File: src/rtl/gps_pkg.sv
package gps_pkg;

	localparam int GRID_EDGE_DEF     = 16;
	localparam int CELL_CAPACITY_DEF = 16;
	localparam int COORD_BITS_DEF    = 32;

	localparam int COORD_W  = 32;
	localparam int SIZE_W   = 31;
	localparam int GAP_W    = 63;
	localparam int CELLS_W  = 5;
	localparam int STATUS_W = 2;
	localparam int COPIES_W = 5;
	localparam int CFG_A_W  = 3;
	localparam int CFG_D_W  = 63;
	localparam int DVD_W    = COORD_W + 1;

	typedef logic signed [COORD_W-1:0] coord_t;
	typedef logic [STATUS_W-1:0]       status_t;
	typedef logic [COPIES_W-1:0]       copies_t;
	typedef logic [CFG_A_W-1:0]        cfg_addr_t;
	typedef logic [CFG_D_W-1:0]        cfg_data_t;

	localparam logic CMD_INSERT = 1'b0;
	localparam logic CMD_QUERY  = 1'b1;

	localparam status_t ST_OK      = 2'd0;
	localparam status_t ST_OUTSIDE = 2'd1;
	localparam status_t ST_FULL    = 2'd2;

	localparam cfg_addr_t REG_ORIGIN_X  = 3'd0;
	localparam cfg_addr_t REG_ORIGIN_Y  = 3'd1;
	localparam cfg_addr_t REG_ORIGIN_Z  = 3'd2;
	localparam cfg_addr_t REG_CELL_SIZE = 3'd3;
	localparam cfg_addr_t REG_GAP_SQ    = 3'd4;
	localparam cfg_addr_t REG_CELLS_X   = 3'd5;
	localparam cfg_addr_t REG_CELLS_Y   = 3'd6;
	localparam cfg_addr_t REG_CELLS_Z   = 3'd7;

	localparam logic [SIZE_W-1:0]  CELL_SIZE_RST = 31'd196608;
	localparam logic [GAP_W-1:0]   GAP_SQ_RST    = 63'd38654705664;
	localparam logic [CELLS_W-1:0] CELLS_RST     = 5'd16;

endpackage

File: src/rtl/gps_div.sv
module gps_div #(
	parameter int DVD_W = 33,
	parameter int DVS_W = 31
) (
	input  logic             clk,
	input  logic             arst_n,
	input  logic             start,
	input  logic [DVD_W-1:0] dividend,
	input  logic [DVS_W-1:0] divisor,
	output logic             done,
	output logic [DVD_W-1:0] quot,
	output logic [DVS_W-1:0] rem
);
	import gps_pkg::*;

	localparam int CW = $clog2(DVD_W + 1);

	logic             busy_q;
	logic             done_q;
	logic [CW-1:0]    cnt_q;
	logic [DVD_W-1:0] quot_q;
	logic [DVS_W-1:0] rem_q;
	logic [DVS_W:0]   trial;
	logic             ge;
	logic [DVS_W:0]   diff;

	assign trial = {rem_q, quot_q[DVD_W-1]};
	assign ge    = trial >= {1'b0, divisor};
	assign diff  = trial - {1'b0, divisor};

	always_ff @(posedge clk or negedge arst_n) begin
		if (!arst_n) begin
			busy_q <= 1'b0;
			done_q <= 1'b0;
			cnt_q  <= '0;
		end else begin
			done_q <= 1'b0;
			if (start) begin
				busy_q <= 1'b1;
				cnt_q  <= CW'(DVD_W);
			end else if (busy_q) begin
				cnt_q <= cnt_q - CW'(1);
				if (cnt_q == CW'(1)) begin
					busy_q <= 1'b0;
					done_q <= 1'b1;
				end
			end
		end
	end

	always_ff @(posedge clk) begin
		if (start) begin
			quot_q <= dividend;
			rem_q  <= '0;
		end else if (busy_q) begin
			quot_q <= {quot_q[DVD_W-2:0], ge};
			rem_q  <= ge ? diff[DVS_W-1:0] : trial[DVS_W-1:0];
		end
	end

	assign done = done_q;
	assign quot = quot_q;
	assign rem  = rem_q;
endmodule

File: config.mk
export PLATFORM = sky130hd
export DESIGN_NAME = gps_div
export DESIGN_NICKNAME = d
export VERILOG_FILES = /design/src/rtl/gps_pkg.sv /design/src/rtl/gps_div.sv
export SDC_FILE = /design/constraint.sdc
export NUM_CORES = 1
export LEC_CHECK = 0
export BUFFER_PORTS_ARGS = -buffer_cell sky130_fd_sc_hd__buf_2
export CAP_MARGIN = 20
export CORE_AREA = 2 2 78 135
export DETAILED_ROUTE_END_ITERATION = 7
export DIE_AREA = 0 0 80 137
export PLACE_DENSITY = 0.88
export SLEW_MARGIN = 20
export SYNTH_ARGS = -nofsm -noshare
export SYNTH_HDL_FRONTEND = slang
export SYNTH_SLANG_ARGS = --single-unit
File: constraint.sdc
create_clock -name clk -period 3.4 [get_ports clk]
set_clock_uncertainty 0.15 [all_clocks]
set_input_delay 0.51 -clock clk [delete_from_list [all_inputs] [get_ports clk]]
set_output_delay 0.51 -clock clk [all_outputs]
set_load 0.05 [all_outputs]
==> results.toml <==
[timing]
slew_viol_final = 0
min_period_ns = 3.05
worst_slew_pin_slew_ns = 0.718
setup_ws_ns = 0.346
min_period_over_period_pct = 89.8
grt_setup_unrepaired = "false"
relSlewSlack_pct = 52.1
setup_viol = 0
setup_tns_ns = 0
fmax_mhz = 327
hold_violations = 0

[floorplanning]
start_util_pct = 52.9
die_width_um = 80
fp-row-count = 48
chipHeight_um = 137
top_level_ports = 132
dieArea_um2 = 11000
coreArea_um2 = 9850

[synth]
synth_cell_types = 67
synth_area_um2 = 5210
async_flop_share_pct = 11.1
ys_ff_latch = 72
synth_area_leaders = "edfxtp_1, dfxtp_1, ha_1"
synthFlopType = "edfxtp_1"
synth_fp_nets = 691
ys_seq_area_share_pct = 34.8
syn-mean-instance-area_um2 = 8.83
synth_top_area_cell = "edfxtp_1"
synth_edf_count = 33
syn-instance-count = 590
yosys.area.top_type_share_pct = 19.0
yosysWarningCount = 0

[placed_design]
gp_congestion = 0.934
dp_hpwl_um = 11100
place_ws_ns = 0.159
port_buffers = 131

[setup_path]
critPathRequiredTime_ns = 3.49
cp_cell_sequence = "inv_1 > ha_1 > fa_1 > nand2b_1 > a21oi_1 > o21ai_1 > a21oi_1 > o21a_1 > nor2_2 > buf_12 > or3b_1 > a311oi_1"
worstPathArrival_ns = 3.15
cp-start-kind = "flop"
crit_top_cell = "a21oi_1"
critPathKind = "reg2reg"
slowest_stage = "fa_1"
crit_path_max_incr_delay_ns = 0.40
cp_max_fo = 14
endpoint_kind = "flop"

[global_route]
gr-usage-met2_pct = 49.9
grt_antenna_before_repair = 0
grt_max_degree = 62
grt_util_all_layers_pct = 25.5
grt_pass1_wl_um = 22100
use_met1_pct = 24.4
met3_usage_pct = 3.96
gr-total-overflow = 0
grt_pass1_vias = 4987
busiest_layer = "met2"

[routing]
dr_total_vias = 5044
first_pass_iters = 5
wl_per_cell_um = 16.6
drtIter0Drc = 275
post-route-drc-count = 0
ant_nets = 0
avgViaCountPerCell = 5.93
finalWirelength_um = 14100

[finish]
diodes = 0
synthToLayoutAreaGrowth_pct = 20.5
drive_above_1_share_pct = 30.6
nets = 822

[clock_network]
htree_levels = 3
cts.path.max_buffers = 2
clock_sinks = 72
cts_made_buffers = 9
cts-root-buf = "clkbuf_16"
clock_latency_ns = 0.33
cts-resized-gates = 0
clk_pin_slew_ns = 0.06
cts_tree = "built"
postCtsSetupRepairBufs = 0

[status]
outcome = "complete, no violations"

[power]
p_leak_nw = 2.96
power.density_nw_per_um2 = 930
ir_drop_v = 0.000670

[min_path]
min_path_type = "in2reg"

[flow_run]
drv_cap = 0
[cells in the mapped netlist (3+ instances only)]
cell	number
a211oi_1	4
a21o_1	11
a21oi_1	48
a2bb2oi_1	4
a311oi_1	19
a311oi_2	4
a31oi_1	5
and3_1	5
buf_1	4
buf_2	8
buf_6	6
clkbuf_1	15
dfrtp_1	8
dfxtp_1	31
edfxtp_1	33
ha_1	33
inv_1	44
mux2_2	33
mux2i_1	4
nand2_1	71
nand2b_1	6
nand3_1	15
nand4_1	8
nor2_1	49
nor2b_1	3
nor3_1	8
o211ai_1	7
o21a_1	5
o21ai_0	15
o21ai_1	5
o21bai_1	6
o22ai_1	4
or3_1	5
xnor2_1	16
xor2_1	8
[routing by layer]
layer | routed length, µm | up-vias
met2 | 7560 | 261
met1 | 5000 | 2323
met3 | 901 | 65
li1 | - | 2395
met4 | 682 | 0
met5 | 0 | -
[critical path: cells and delay by family (launching register included)]
kind | cells | cell delay (ns)
AO/OA/AOI/OAI | 5 | 0.99
adder cells (fa/ha/maj) | 2 | 0.62
AND/OR/NAND/NOR | 3 | 0.62
flip-flops | 1 | 0.36
buffers and inverters | 2 | 0.22
[cell type report]
| class | instances | area, µm² |
|---|---|---|
| flip-flops and latches | 72 | 1810 |
| fillers | 836 | 3570 |
| multi-input cells | 438 | 3010 |
| well taps | 125 | 156 |
| clock buffers | 10 | 229 |
| clock inverters | 6 | 43.8 |
| repair buffers | 156 | 858 |
| inverters | 44 | 165 |
[power by group]
group	internal, mW	switching (mW)
sequential	1.22	0.254
clock	0.496	0.360
combinational	1.21	2.30
[placed cells by master, fill, tap and decap left out, types with 9 or more instances in the layout]
cell	count
nor2_1	49
dfxtp_1	31
xnor2_1	16
a21oi_1	48
ha_1	33
o21ai_0	15
a311oi_1	19
buf_4	23
mux2_2	33
buf_2	131
clkbuf_16	9
a21o_1	11
edfxtp_1	33
nand2_1	71
nand3_1	15
inv_1	44
[cells by family (layout without fill, tap and decap cells)]
family	count (synthesis)	after routing	synth area share (%)
and+or+nand+nor	187	187	16.8
AOI/OAI and AO/OA	156	156	20.8
buffers and inverters	80	216	7.37
DFF	72	72	34.8
muxes	37	37	7.90
adders and majority gates	34	34	8.31
xor gates and xnor gates	24	24	4.04
[sequential cells by signal (all words and copies together) (netlist names)]
register  count
rem          31
busy_q        1
done          1
cnt_q         6
quot         33
[through the flow]
step / std cells / total power [mW] / utilization (%) / hold WS [ns] / instance area (µm²)
floorplan: 590 / 4.17 / - / 0.0644 / 5210
global placement: 834 / 4.86 / 60.9 / 0.208 / 6000
detailed placement: 834 / 4.95 / 60.9 / 0.207 / 6000
CTS: 851 / 5.82 / 63.7 / 0.331 / 6280
global route: 851 / 6.18 / 63.7 / 0.327 / 6280
finish: 851 / 5.84 / 63.7 / 0.333 / 6280
[path summary, 6_finish.rpt]
check	start	endpoint	slack (ns)	depth (start not counted)
max in group asynchronous	arst_n	busy_q$_DFF_PN0_	2.53	2
min	dividend[29]	quot[29]$_DFFE_PP_	0.33	2
min in group asynchronous	arst_n	cnt_q[1]$_DFFE_PN0P_	0.39	2
max reg2reg	quot[32]$_DFFE_PP_	rem[17]$_SDFFE_PP0P_	0.35	12
max	quot[32]$_DFFE_PP_	rem[17]$_SDFFE_PP0P_	0.35	12
min reg2reg	rem[1]$_SDFFE_PP0P_	rem[1]$_SDFFE_PP0P_	0.37	2
[timing repair]
| item | 4_1_cts | 5_1_grt |
|---|---|---|
| endpoints found under the hold margin | 8 | 0 |
| setup endpoints to repair | 0 | 0 |
| hold buffers | 1 | 0 |
Power figures use the tool's default switching activity.
