File: config.mk
export PLATFORM = sky130hd
export DESIGN_NAME = gps_ram
export DESIGN_NICKNAME = d
export VERILOG_FILES = /design/src/rtl/gps_ram.sv
export SDC_FILE = /design/constraint.sdc
export NUM_CORES = 1
export LEC_CHECK = 0
export ABC_AREA = 1
export BUFFER_PORTS_ARGS = -buffer_cell sky130_fd_sc_hd__buf_4
export CAP_MARGIN = 0
export CORE_MARGIN = 2
export CORE_UTILIZATION = 57
export CTS_BUF_LIST = sky130_fd_sc_hd__clkbuf_4 sky130_fd_sc_hd__clkbuf_8
export CTS_CLUSTER_DIAMETER = 120
export DETAILED_ROUTE_END_ITERATION = 8
export PLACE_DENSITY = 0.78
export SLEW_MARGIN = 30
export SYNTH_ARGS = -nofsm -noshare
export SYNTH_HDL_FRONTEND = slang
export SYNTH_SLANG_ARGS = --single-unit
File: constraint.sdc
create_clock -name clk -period 1 [get_ports clk]
set_input_delay 0.05 -clock clk [delete_from_list [all_inputs] [get_ports clk]]
set_output_delay 0.05 -clock clk [all_outputs]
set_load 0.005 [all_outputs]
File: src/rtl/gps_ram.sv
module gps_ram #(
	parameter int WIDTH = 8,
	parameter int DEPTH = 16
) (
	input  logic                     clk,
	input  logic                     we,
	input  logic [$clog2(DEPTH)-1:0] waddr,
	input  logic [WIDTH-1:0]         wdata,
	input  logic                     re,
	input  logic [$clog2(DEPTH)-1:0] raddr,
	output logic [WIDTH-1:0]         rdata
);
	logic [WIDTH-1:0] mem [DEPTH];
	logic [WIDTH-1:0] rdata_q;

	always_ff @(posedge clk) begin
		if (we) begin
			mem[waddr] <= wdata;
		end
		if (re) begin
			rdata_q <= mem[raddr];
		end
	end

	assign rdata = rdata_q;
endmodule

==> impl_metrics.toml, run 1 <==
[outcome]
run_status = "finished, violations left"
failed_checks = "negative setup slack"

[synth]
syn_inst = 551
syn-num-nets = 570
synth.top_cells.by_area = "sky130_fd_sc_hd__edfxtp_1, sky130_fd_sc_hd__nand2_1, sky130_fd_sc_hd__nand3_1"
postSynthAreaPerCell_um2 = 10.6
yosys_warnings = 0
post-synth-top-area-fraction_pct = 69.8
synth.distinct_cells = 11
seq_area_frac_synth_pct = 69.8
ys_seq_elements = 136
synth.cell_area_um2 = 5850
synth.largest_area_cell = "sky130_fd_sc_hd__edfxtp_1"

[sta]
max_slew.worst_pin.slew_ns = 0.636
report.final.setup_viol = 12
skew_ns = 0.0106
min_period_ns = 1.13
final_min_period_over_clock_period_pct = 113
slew_viol_final = 0
finalHoldViolCount = 0
timing.setup.tns_ns = -0.922
max_slew_margin_pct = 57.5
fmax_ghz = 0.887
post-route-worst-setup-slack_ns = -0.128
rsz0062_at_grt = "true"

[cts]
worstSkewPairLatency_ns = 0.43
cts_root_buf = "sky130_fd_sc_hd__clkbuf_8"
ctsHtreeMaxLevel = 4
cts_clk_pin_slew_worst_paths_ns = 0.07
cts_inserted_buffers = 17
max-clock-path-buffers = 2
cts_tree = "yes"
cts_sinks = 136
cts_post_setup_buffers_inserted = 0

[setup_path]
crit_required_ns = 1.18
crit_path_max_fanout = 1
cp_data_arrival_time_ns = 1.31
worstSetupPathType = "reg2reg"
worst_setup_path_end_kind = "flop"
crit_start_category = "flop"

[die]
fp.dieArea_um2 = 11100
rows = 36
dieWidth_um = 105
top_level_ports = 27
placeableCoreArea_um2 = 9860
die_h_um = 105
floorplan.initialDensity_pct = 59.3

[pwr]
power_per_cell_area_nw_per_um2 = 1680
power.leakage_nw = 2.99
max-vdd-ir-drop_mv = 0.905

[global_route]
grt_first_pass_wirelength_um = 19800
gr-total-overflow = 0
track_usage_pct = 24.4
grt_pass1_vias = 3887
grt_start_max_net_pins = 41
antenna_found_initial = 0

[final_layout]
area.growth.synth_to_final_pct = 18.0
fillCellCount = 664
antenna_cells = 0
drive_gt1_share_pct = 18.1
multi_input_area_um2 = 1360
layout.cells.most_common = "sky130_fd_sc_hd__nand2_1"
finalNetCount = 626
final_cell_mix = "sky130_fd_sc_hd__nand2_1, sky130_fd_sc_hd__edfxtp_1, sky130_fd_sc_hd__inv_1"
seqCellArea_um2 = 4080

[min_path]
min_path_type = "in2reg"

[routing]
via_per_inst = 5.26
routed-via-count = 3958
wl_um = 12800
first_pass_iters = 5
ant_nets = 0
wl_per_cell_um = 17.0
initialDrtViolationCount = 326
drc = 0

[placed_design]
detailed_place_hpwl_um = 7730
final_gp_congestion = 0.927
worst_slack_at_placement_ns = -0.289
buffers_added_on_ports = 26

[job]
max_cap_viol_count = 0
## kinds of logic after synthesis
| group | after synthesis | share of synthesized area, % |
|---|---|---|
| simple gates | 289 | 20.8 |
| flops | 136 | 69.8 |
| buf+inv | 126 | 9.39 |
## critical path, cell delays in order (launching register included)
cell and delay (ns):
sky130_fd_sc_hd__edfxtp_1 0.38, sky130_fd_sc_hd__inv_1 0.10, sky130_fd_sc_hd__nand2_1 0.07, sky130_fd_sc_hd__nand3_1 0.08, sky130_fd_sc_hd__nand3_2 0.09, sky130_fd_sc_hd__nand3_2 0.11
sky130_fd_sc_hd__nand2_1 0.05
## sequential cells by signal, summed over array words and instances, names as in the netlist
name	count
mem	128
rdata	8
## worst paths after layout
kind	slack, ns	cells past startpoint	start	endpoint
worst max register to register	-0.13	6	mem[4][6]	rdata[6]
worst min register to register	0.78	6	mem[12][2]	rdata[2]
worst max-delay path	-0.13	6	mem[4][6]	rdata[6]
worst min-delay path	0.03	3	raddr[3]	rdata[6]
## where the power goes
group / internal (mW) / switching, mW
clock network: 2.17 / 2.02
logic: 0.332 / 0.589
registers: 6.42 / 0.0380
## synthesized netlist by cell type
cell / instances
sky130_fd_sc_hd__nand3_1: 97
sky130_fd_sc_hd__buf_2: 13
sky130_fd_sc_hd__inv_1: 100
sky130_fd_sc_hd__edfxtp_1: 136
sky130_fd_sc_hd__nand3b_1: 2
sky130_fd_sc_hd__nand2_1: 173
sky130_fd_sc_hd__nor2_1: 17
sky130_fd_sc_hd__buf_1: 1
sky130_fd_sc_hd__buf_6: 6
sky130_fd_sc_hd__inv_2: 2
sky130_fd_sc_hd__buf_4: 4
## repair_timing
item / CTS / global route
hold buffers: 9 / 0
endpoints found under the hold margin: 112 / 0
gates resized for setup: 22 / 11
pin swaps: 23 / 11
setup endpoints to repair: 13 / 16
## final cells by class
class | instances | area share, %
well taps | 133 | 2.41
clock inverters | 14 | 1.92
flip-flops and latches | 136 | 59.2
repair buffers | 61 | 7.80
clock buffers | 17 | 3.39
inverters | 102 | 5.55
multi-input cells | 289 | 19.7
## routing by layer
| layer | vias up | track usage (%) | wire (um) |
|---|---|---|---|
| met5 | - | 0 | 0 |
| met4 | 0 | 12.6 | 542 |
| met3 | 48 | 7.24 | 1220 |
| met2 | 225 | 37.4 | 6040 |
| met1 | 1798 | 31.8 | 4970 |
| li1 | 1887 | - | - |
## metrics by stage
step / hold slack [ns] / cell area [um2] / total power, mW / util, % / instances
4_1_cts: 0.0167 / 6850 / 11.6 / 69.4 / 752
5_1_grt: 0.0384 / 6900 / 11.9 / 69.9 / 752
2_1_floorplan: 0.149 / 5850 / 7.02 / - / 551
6_report: 0.0338 / 6900 / 11.6 / 69.9 / 752
3_5_place_dp: 0.351 / 6290 / 7.39 / 63.7 / 712
3_3_place_gp: 0.352 / 6290 / 7.37 / 63.7 / 712
Note: power is estimated with default switching activity, not from simulation.
==> run 2, diff against run 1 <==
Settings changed: CELL_PAD_IN_SITES_DETAIL_PLACEMENT set to 1, CELL_PAD_IN_SITES_GLOBAL_PLACEMENT set to 1, CORE_UTILIZATION 57 to 46, PLACE_DENSITY 0.78 to unset, PLACE_DENSITY_LB_ADDON set to 0.1.
==> run 2 against run 1 <==
Compared with the run above:
- the flow still finishes with violations (negative setup slack)
- combinational power is 16% higher
- sequential power about the same
- first-iteration DRC count decreased by 12%
- die area is 23% higher
- via count up 3.9%
- hold slack improved by 0.19 ns
- fmax fell by 0.73%
- setup slack got worse by 0.0084 ns
- non-clock buffer count increased by 17
- total power fell by 3.7%
- utilization shrank 13 points
- design area increased by 3.5%
- highest routed layer unchanged
==> impl_metrics.toml, run 2 (synthesis results as in run 1) <==
[pwr]
max-vdd-ir-drop_mv = 0.896
p_comb_share_pct = 9.6
power.leakage_nw = 3.09
power.share.sequential_pct = 58.1
p_clk_share_pct = 32.3
p_sw_share_pct = 23.6
power_per_cell_area_nw_per_um2 = 1560
total_switching_power_mw = 2.62
cell_internal_pwr_mw = 8.51
totalPowerFinal_mw = 11.1

[final_layout]
post-route-util_pct = 57.1
drive_gt1_share_pct = 22.1
top_register = "mem"
area.growth.synth_to_final_pct = 22.1
finalNetCount = 643
layout.cells.most_common = "sky130_fd_sc_hd__nand2_1"
antenna_cells = 0
stdcell_count = 806
final_cell_mix = "sky130_fd_sc_hd__nand2_1, sky130_fd_sc_hd__edfxtp_1, sky130_fd_sc_hd__inv_1"
largest_reg_flops = 128
postLayoutCellArea_um2 = 7140

[setup_path]
worst_setup_path_end_kind = "flop"
crit_path_max_fanout = 1
cp_data_arrival_time_ns = 1.33
crit_required_ns = 1.20
crit_start_category = "flop"
worstSetupPathType = "reg2reg"

[placed_design]
detailed_place_hpwl_um = 10300
place_area_um2 = 6490
placedCellCount = 767
worst_slack_at_placement_ns = -0.308
final_gp_congestion = 0.825
buffers_added_on_ports = 26

[die]
dieWidth_um = 117
rows = 41
die_h_um = 117
placeableCoreArea_um2 = 12500
fp.dieArea_um2 = 13600
top_level_ports = 27
floorplan.initialDensity_pct = 46.7

[cts]
cts_sinks = 136
cts_tree = "yes"
ctsHtreeMaxLevel = 4
worstSkewPairLatency_ns = 0.44
max-clock-path-buffers = 2
cts_post_setup_buffers_inserted = 0
cts_clk_pin_slew_worst_paths_ns = 0.07
cts_root_buf = "sky130_fd_sc_hd__clkbuf_8"
cts_inserted_buffers = 17

[global_route]
grt_pass1_vias = 4253
track_usage_pct = 25.2
antenna_found_initial = 0
grt_first_pass_wirelength_um = 24400
gr-total-overflow = 0
grt_start_max_net_pins = 43

[sta]
rsz0062_at_grt = "true"
min_period_ns = 1.14
fmax_ghz = 0.880
post-route-worst-setup-slack_ns = -0.136
report.final.setup_viol = 16
final_min_period_over_clock_period_pct = 114
post_route_worst_hold_slack_ns = 0.221
timing.setup.tns_ns = -0.883
skew_ns = 0.00629
finalHoldViolCount = 0
max_slew.worst_pin.slew_ns = 0.367
slew_viol_final = 0
max_slew_margin_pct = 75.5

[routing]
first_pass_iters = 4
routed-via-count = 4111
ant_nets = 0
wl_per_cell_um = 19.6
initialDrtViolationCount = 287
wl_um = 15800
drc = 0
via_per_inst = 5.10

[job]
max_cap_viol_count = 0

[min_path]
min_path_type = "in2reg"

[outcome]
run_status = "finished, violations left"
failed_checks = "negative setup slack"
run 2: power by group through the flow:
| stage | Sequential (mW) | Combinational (mW) | Clock (mW) |
|---|---|---|---|
| after floorplan | 6.57 | 0.450 | 0 |
| after global placement | 6.58 | 0.915 | 0 |
| after detailed placement | 6.58 | 0.945 | 0 |
| after CTS | 6.46 | 1.03 | 3.69 |
| after global routing | 6.47 | 1.17 | 3.90 |
| final | 6.46 | 1.07 | 3.60 |
run 2: final timing paths:
check / start / to / slack [ns] / cells after the start
min reg2reg: mem[10][0] / rdata[0] / 0.76 / 6
min: we / mem[3][6] / 0.22 / 4
max: mem[4][5] / rdata[5] / -0.14 / 6
max reg2reg: mem[4][5] / rdata[5] / -0.14 / 6
run 2: worst max-delay path: stages, from the launching register on:
cell and delay (ns):
sky130_fd_sc_hd__edfxtp_1 0.37, sky130_fd_sc_hd__inv_1 0.08, sky130_fd_sc_hd__nand2_1 0.07, sky130_fd_sc_hd__nand3_1 0.10, sky130_fd_sc_hd__nand3_2 0.09, sky130_fd_sc_hd__nand3_2 0.12
sky130_fd_sc_hd__nand2_1 0.07
run 2: cell type report:
| class | count | area (um2) |
|---|---|---|
| timing repair buffer | 78 | 724 |
| sequential | 136 | 4080 |
| fill | 1389 | 5380 |
| clock buffer | 20 | 256 |
| inverter | 102 | 383 |
| multi-input combinational | 289 | 1440 |
| clock inverter | 9 | 37.5 |
| tap | 172 | 215 |
run 2: per-layer routing:
layer | vias up | share of wire, % | GRT usage [%] | routed length (um)
li1 | 1920 | - | - | -
met1 | 2064 | 45 | 34.7 | 7060
met2 | 98 | 48 | 39.5 | 7630
met3 | 29 | 4.5 | 4.62 | 714
met4 | 0 | 2.6 | 11.2 | 403
met5 | - | 0 | 0 | 0
run 2: what timing repair did:
item | 4_1_cts | 5_1_grt
gates cloned | 0 | 0
hold buffers | 10 | 0
resized for setup | 28 | 27
pin swaps | 21 | 10
endpoints found under the hold margin | 139 | 0
setup endpoints to repair | 16 | 16
